===== src/design/rtd_pkg.sv =====
// Shared types, constants and the character map of the radix-64 text decoder.
package rtd_pkg;

	localparam logic [7:0] COLON_CODE = 8'h3A;

	typedef struct packed {
		logic [7:0] b0;
		logic [7:0] b1;
		logic [7:0] b2;
		logic       three;
	} grp_t;

	typedef struct packed {
		logic       valid;
		logic [5:0] value;
	} sym_t;

	function automatic sym_t map_char(input logic [7:0] c);
		sym_t s;
		s.valid = 1'b1;
		s.value = 6'd0;
		if (c == 8'h2B) begin
			s.value = 6'd0;
		end else if (c == 8'h2D) begin
			s.value = 6'd1;
		end else if (c >= 8'h30 && c <= 8'h39) begin
			s.value = 6'(c - 8'h30 + 8'd2);
		end else if (c >= 8'h41 && c <= 8'h5A) begin
			s.value = 6'(c - 8'h41 + 8'd12);
		end else if (c >= 8'h61 && c <= 8'h7A) begin
			s.value = 6'(c - 8'h61 + 8'd38);
		end else begin
			s.valid = 1'b0;
		end
		return s;
	endfunction

endpackage


===== src/design/rtd_front.sv =====
// Front end: classifies each character, packs sextets and writes finished groups.
module rtd_front (
	input  logic          clk,
	input  logic          arst_n,
	input  logic          push,
	input  logic [7:0]    char_code,
	input  logic          message_start,
	input  logic          q_full,
	output logic          full,
	output logic          grp_wr,
	output rtd_pkg::grp_t grp_data
);
	import rtd_pkg::*;

	logic [1:0]  pos_q, pos_d, pos_e;
	logic [17:0] buf_q, buf_d, buf_e;
	logic        halt_q, halt_d, halt_e;
	logic        accept;
	sym_t        sym;

	assign full   = q_full;
	assign accept = push && !q_full;
	assign sym    = map_char(char_code);

	always_comb begin
		pos_e    = message_start ? 2'd0 : pos_q;
		buf_e    = message_start ? 18'd0 : buf_q;
		halt_e   = message_start ? 1'b0 : halt_q;
		pos_d    = pos_e;
		buf_d    = buf_e;
		halt_d   = halt_e;
		grp_wr   = 1'b0;
		grp_data = '{b0: buf_e[17:10], b1: buf_e[9:2], b2: {buf_e[1:0], sym.value},
			three: 1'b1};
		if (message_start && char_code == COLON_CODE) begin
			// skip leading colon
		end else if (halt_e) begin
			// drop
		end else if (!sym.valid) begin
			if (char_code == COLON_CODE && pos_e == 2'd3) begin
				grp_wr         = 1'b1;
				grp_data.three = 1'b0;
			end
			halt_d = 1'b1;
			pos_d  = 2'd0;
			buf_d  = 18'd0;
		end else if (pos_e != 2'd3) begin
			buf_d = {buf_e[11:0], sym.value};
			pos_d = pos_e + 2'd1;
		end else begin
			grp_wr = 1'b1;
			pos_d  = 2'd0;
			buf_d  = 18'd0;
		end
		grp_wr = grp_wr && accept;
	end

	always_ff @(posedge clk or negedge arst_n) begin
		if (!arst_n) begin
			pos_q  <= 2'd0;
			buf_q  <= 18'd0;
			halt_q <= 1'b0;
		end else if (accept) begin
			pos_q  <= pos_d;
			buf_q  <= buf_d;
			halt_q <= halt_d;
		end
	end

	a_halt_clear: assert property (@(posedge clk) disable iff (!arst_n)
		halt_q |-> (pos_q == 2'd0 && buf_q == 18'd0))
		else $error("halted decoder holds sextets");

	a_no_wr_full: assert property (@(posedge clk) disable iff (!arst_n)
		grp_wr |-> !q_full)
		else $error("group written into full queue");

endmodule


===== src/design/rtd_fifo.sv =====
// Short group queue between the front end and the byte serializer.
module rtd_fifo #(
	parameter int DEPTH = 4
) (
	input  logic          clk,
	input  logic          arst_n,
	input  logic          wr,
	input  rtd_pkg::grp_t wr_data,
	input  logic          rd,
	output rtd_pkg::grp_t rd_data,
	output logic          full,
	output logic          nonempty
);
	import rtd_pkg::*;

	localparam int PW = (DEPTH > 1) ? $clog2(DEPTH) : 1;
	localparam int CW = $clog2(DEPTH + 1);

	grp_t          mem_q [DEPTH];
	logic [PW-1:0] wr_ptr_q, rd_ptr_q;
	logic [CW-1:0] cnt_q;

	assign full     = cnt_q == CW'(DEPTH);
	assign nonempty = cnt_q != '0;
	assign rd_data  = mem_q[rd_ptr_q];

	always_ff @(posedge clk) begin
		if (wr) begin
			mem_q[wr_ptr_q] <= wr_data;
		end
	end

	always_ff @(posedge clk or negedge arst_n) begin
		if (!arst_n) begin
			wr_ptr_q <= '0;
			rd_ptr_q <= '0;
			cnt_q    <= '0;
		end else begin
			if (wr) begin
				wr_ptr_q <= (wr_ptr_q == PW'(DEPTH - 1)) ? '0 : wr_ptr_q + 1'b1;
			end
			if (rd) begin
				rd_ptr_q <= (rd_ptr_q == PW'(DEPTH - 1)) ? '0 : rd_ptr_q + 1'b1;
			end
			if (wr && !rd) begin
				cnt_q <= cnt_q + 1'b1;
			end else if (rd && !wr) begin
				cnt_q <= cnt_q - 1'b1;
			end
		end
	end

	a_cnt_bound: assert property (@(posedge clk) disable iff (!arst_n)
		cnt_q <= CW'(DEPTH))
		else $error("group queue overflow");

endmodule


===== src/design/rtd_back.sv =====
// Back end: holds one group and hands its bytes out one word at a time.
module rtd_back (
	input  logic          clk,
	input  logic          arst_n,
	input  logic          q_nonempty,
	input  rtd_pkg::grp_t q_data,
	output logic          q_rd,
	input  logic          pop,
	output logic          empty,
	output logic [7:0]    decoded_byte,
	output logic          last_of_run
);
	import rtd_pkg::*;

	grp_t       hold_q;
	logic       vld_q;
	logic [1:0] idx_q;
	logic       take;

	assign empty       = !vld_q;
	assign take        = pop && vld_q;
	assign last_of_run = hold_q.three ? (idx_q == 2'd2) : (idx_q == 2'd1);
	assign q_rd        = q_nonempty && (!vld_q || (take && last_of_run));

	always_comb begin
		case (idx_q)
			2'd0:    decoded_byte = hold_q.b0;
			2'd1:    decoded_byte = hold_q.b1;
			default: decoded_byte = hold_q.b2;
		endcase
	end

	always_ff @(posedge clk) begin
		if (q_rd) begin
			hold_q <= q_data;
		end
	end

	always_ff @(posedge clk or negedge arst_n) begin
		if (!arst_n) begin
			vld_q <= 1'b0;
			idx_q <= 2'd0;
		end else if (q_rd) begin
			vld_q <= 1'b1;
			idx_q <= 2'd0;
		end else if (take) begin
			if (last_of_run) begin
				vld_q <= 1'b0;
				idx_q <= 2'd0;
			end else begin
				idx_q <= idx_q + 2'd1;
			end
		end
	end

	a_idx_range: assert property (@(posedge clk) disable iff (!arst_n)
		vld_q |-> (idx_q != 2'd3 && (hold_q.three || idx_q != 2'd2)))
		else $error("byte index past end of group");

	a_idle_idx: assert property (@(posedge clk) disable iff (!arst_n)
		!vld_q |-> idx_q == 2'd0)
		else $error("idle serializer holds stale index");

endmodule


===== src/design/radix64_text_decoder_unit.sv =====
// Radix-64 text decoder top level: front end, group queue and byte serializer.
// A finished group is written to the queue at the edge that accepts its final
// character. The front end takes one character per cycle while the queue is
// not full; the serializer loads each group and hands out its bytes in turn on
// the single result port. Reset clears decoder state, queue and serializer.
module radix64_text_decoder_unit #(
	parameter int FIFO_DEPTH = 4
) (
	input  logic       clk,
	input  logic       arst_n,
	input  logic       push,
	output logic       full,
	input  logic [7:0] char_code,
	input  logic       message_start,
	output logic       empty,
	input  logic       pop,
	output logic [7:0] decoded_byte,
	output logic       last_of_run
);
	import rtd_pkg::*;

	logic q_full, q_nonempty, grp_wr, q_rd;
	grp_t grp_data, q_data;

	rtd_front u_front (
		.clk           (clk),
		.arst_n        (arst_n),
		.push          (push),
		.char_code     (char_code),
		.message_start (message_start),
		.q_full        (q_full),
		.full          (full),
		.grp_wr        (grp_wr),
		.grp_data      (grp_data)
	);

	rtd_fifo #(.DEPTH(FIFO_DEPTH)) u_fifo (
		.clk      (clk),
		.arst_n   (arst_n),
		.wr       (grp_wr),
		.wr_data  (grp_data),
		.rd       (q_rd),
		.rd_data  (q_data),
		.full     (q_full),
		.nonempty (q_nonempty)
	);

	rtd_back u_back (
		.clk          (clk),
		.arst_n       (arst_n),
		.q_nonempty   (q_nonempty),
		.q_data       (q_data),
		.q_rd         (q_rd),
		.pop          (pop),
		.empty        (empty),
		.decoded_byte (decoded_byte),
		.last_of_run  (last_of_run)
	);

endmodule


===== config.mk =====
export PLATFORM = sky130hd
export DESIGN_NAME = radix64_text_decoder_unit
export DESIGN_NICKNAME = d
export VERILOG_FILES = /design/src/design/rtd_pkg.sv /design/src/design/rtd_front.sv /design/src/design/rtd_fifo.sv /design/src/design/rtd_back.sv /design/src/design/radix64_text_decoder_unit.sv
export SDC_FILE = /design/constraint.sdc
export NUM_CORES = 1
export LEC_CHECK = 0
export BUFFER_PORTS_ARGS = -buffer_cell sky130_fd_sc_hd__buf_4
export CELL_PAD_IN_SITES_DETAIL_PLACEMENT = 0
export CELL_PAD_IN_SITES_GLOBAL_PLACEMENT = 2
export CORE_UTILIZATION = 46
export CTS_BUF_LIST = sky130_fd_sc_hd__clkbuf_16
export DETAILED_ROUTE_END_ITERATION = 8
export GPL_TIMING_DRIVEN = 1
export PLACE_DENSITY = 0.82
export SYNTH_ARGS = -nofsm -noshare
export SYNTH_HDL_FRONTEND = slang
export SYNTH_SLANG_ARGS = --single-unit

===== constraint.sdc =====
create_clock -name clk -period 4.91 [get_ports clk]
set_input_delay 1.2275 -clock clk [delete_from_list [all_inputs] [get_ports clk]]
set_output_delay 1.2275 -clock clk [all_outputs]
set_load 0.05 [all_outputs]

==> flow_summary.ini <==
[synthesis]
syn_area_mm2 = 0.00660
synth.area.mux_share_pct = 9.87
yosysUniqueCellTypes = 54
ys_warn_count = 0
synth_seq_cells = 156
synth_top_area_share_pct = 56.9
synth-main-ff-cell = edfxtp_1
syn_inst = 401
yosysTopAreaCell = edfxtp_1
syn_nets = 433
avgSynthCellArea_um2 = 16.5
ys_seq_area_share_pct = 68.6
synth_simple_gate_area_share_pct = 8.13
synth_xor_area_share_pct = 0.531
synth-edff-count = 125
async_flop_share_pct = 19.9
synth_adder_area_share_pct = 3.71
synth_compound_area_share_pct = 7.35
synth_top_family_by_area = multiplexers
yosys-top-cells-area = edfxtp_1, dfrtp_1, mux4_2

[route]
drc_errors = 0
dr.pass1.iters = 4
totalWireLength_um = 12300
vias_per_cell = 5.58
routed-via-count = 3503
final_antenna_net_count = 0
drt_iter0_markers = 239
wl_per_cell_um = 19.5

[floorplanning]
die_x_um = 122
fp.coreArea_mm2 = 0.0139
num_rows = 43
io_pins = 24
dieHeight_um = 122
die_area_mm2 = 0.0148
initial_utilization_pct = 47.4

[setup_path]
worstPathRequired_ps = 5210
reg2reg_slack_ps = 1830
cp_data_arrival_time_ps = 3970
critPathCaptureType = register
worst_setup_path_start_kind = primary input
critPathKind = in -> reg
cp_max_fo = 8

[cts]
hold_buffers = 0
numCtsBuffers = 17
cts_setup_buffers = 0
clock_latency_ps = 420
clk_pin_slew_ps = 60
cts_root_buffer = clkbuf_16
cts-htree-levels = 4
cts.sinks = 156
cts_tree = yes
clockBufferDepth = 2
cts_resized = 0

[place]
globalplace.congestion = 0.826
dp_hpwl_um = 7530
place_inst = 596
port-buffer-count = 23

[layout]
antenna_cells = 0
drive_gt1_share_pct = 22.1
areaGrowthSynthToFinish_pct = 15.1
nets = 467
layoutNonFillerInstCount = 628

[sta]
tightest_slew_ps = 911
rsz0062_at_grt = false
drv_slew = 0
hold_violations = 0
fin_skew_ps = 10.1
fin_crit_sh_pct = 74.8
relSlewSlack_pct = 39.0
fmax_ghz = 0.272
setup_violations = 0
finalSetupTns_ps = 0
fin_crit_ps = 3670

[pwr]
powerDensity_mw_per_mm2 = 510
ir_drop_v = 0.000239
p_leak_uw = 0.00278

[global_routing]
gr-total-overflow = 0
first_global_vias = 3545
antenna_found_initial = 0
grt_max_degree = 32
grt_pass1_wl_um = 19400
gr-usage-all-layers_pct = 18.4

[status]
status = completed

[flow_run]
maxCapViolations = 0

[worst_hold_path]
hold_path_class = reg -> reg
## path summary, 6_finish.rpt
path                                  start                end  cells after the start
min reg2reg                u_front.pos_q[0]   u_front.pos_q[0]                      2
max reg2reg                 u_back.idx_q[1]    u_fifo.cnt_q[1]                     11
max in group asynchronous            arst_n  u_front.buf_q[10]                      1
min                        u_front.pos_q[0]   u_front.pos_q[0]                      2
max                            char_code[1]    u_fifo.cnt_q[1]                     11
min in group asynchronous            arst_n     u_front.halt_q                      1
## per-layer routing
layer  vias up  global-route usage, %  share of wire (%)
met2        62                   29.9                 50
met4         0                   6.71                1.7
met5         -                      0                  0
met3        13                   5.10                2.7
li1       1629                      -                  -
met1      1799                   23.5                 46
## cells by family after synthesis
| family | after synthesis |
|---|---|
| xor+xnor | 4 |
| buf+inv | 30 |
| fa+ha+maj | 19 |
| flops | 156 |
| compound gates | 60 |
| simple gates | 99 |
| mux | 33 |
## state kept, by name, indices dropped and copies added, names as in the netlist
signal           count
u_front.halt_q       1
u_fifo.wr_ptr_q      2
u_front.buf_q       18
u_fifo.rd_ptr_q      2
u_fifo.cnt_q         3
u_back.hold_q       25
u_front.pos_q        2
u_fifo.mem_q       100
u_back.vld_q         1
u_back.idx_q         2
## Yosys cell counts (2+ instances only)
master and n:
buf_2 4, mux4_2 25, nand3_1 6, a211oi_4 2, a21o_1 2, or4_1 2, mux2_2 5, edfxtp_1 125
a211oi_1 2, nor3_1 6, dfrtp_1 31, a21oi_1 4, and2_1 4, nand2_1 31, xor2_1 2, mux2_1 2
o21ai_1 2, o21ai_0 4, nor2_1 9, nor4_1 2, nand2b_1 4, a31oi_1 3, nor4b_1 2, nor2b_1 23
ha_1 18, clkbuf_1 11, a22o_1 20, xnor2_1 2, a22oi_1 9, or2_2 2, inv_1 14
## critical path, stage by stage
cell and delay, ps:
buf_4 140, inv_1 140, ha_1 260, nor4b_2 340, a21oi_1 240, a211oi_4 470
a211oi_4 160, ha_1 250, inv_1 70, fa_1 400, mux2_2 260
## cells in the final DEF, fill, tap and decap left out, drive strengths merged, types with 4 or more instances in the layout
master,n
nor2b,23
mux2,7
clkinv,8
nor3,6
a22o,20
a21oi,4
nand3,6
o21ai,6
nand2,31
clkbuf,17
inv,15
a22oi,9
dfrtp,31
nor2,9
buf,31
nand2b,4
a211oi,4
edfxtp,125
ha,18
mux4,25
and2,4
## area by class of cell
class | instances | area (um^2)
Sequential cell | 156 | 4530
Clock buffer | 17 | 425
Multi-Input combinational cell | 215 | 1960
Fill cell | 1090 | 6340
Clock inverter | 15 | 174
Timing Repair Buffer | 31 | 233
Tap cell | 180 | 225
Inverter | 14 | 52.6
## power breakdown
part           switching [uW]  internal (uW)
registers                59.5           1540
clock network             507            797
logic                     617            349
## per-stage QoR
step | area [um^2] | worst slack (ps) | util, % | total power [uW] | hold WS, ps
floorplan | 6600 | 915 | - | 2320 | 441
global placement | 7000 | 878 | 50.2 | 2600 | 453
detailed placement | 7000 | 812 | 50.2 | 2620 | 477
CTS | 7600 | 1120 | 54.5 | 3930 | 489
global route | 7600 | 998 | 54.5 | 4060 | 505
finish | 7600 | 1240 | 54.5 | 3870 | 483
No activity file was read; power rests on OpenSTA's default activity.
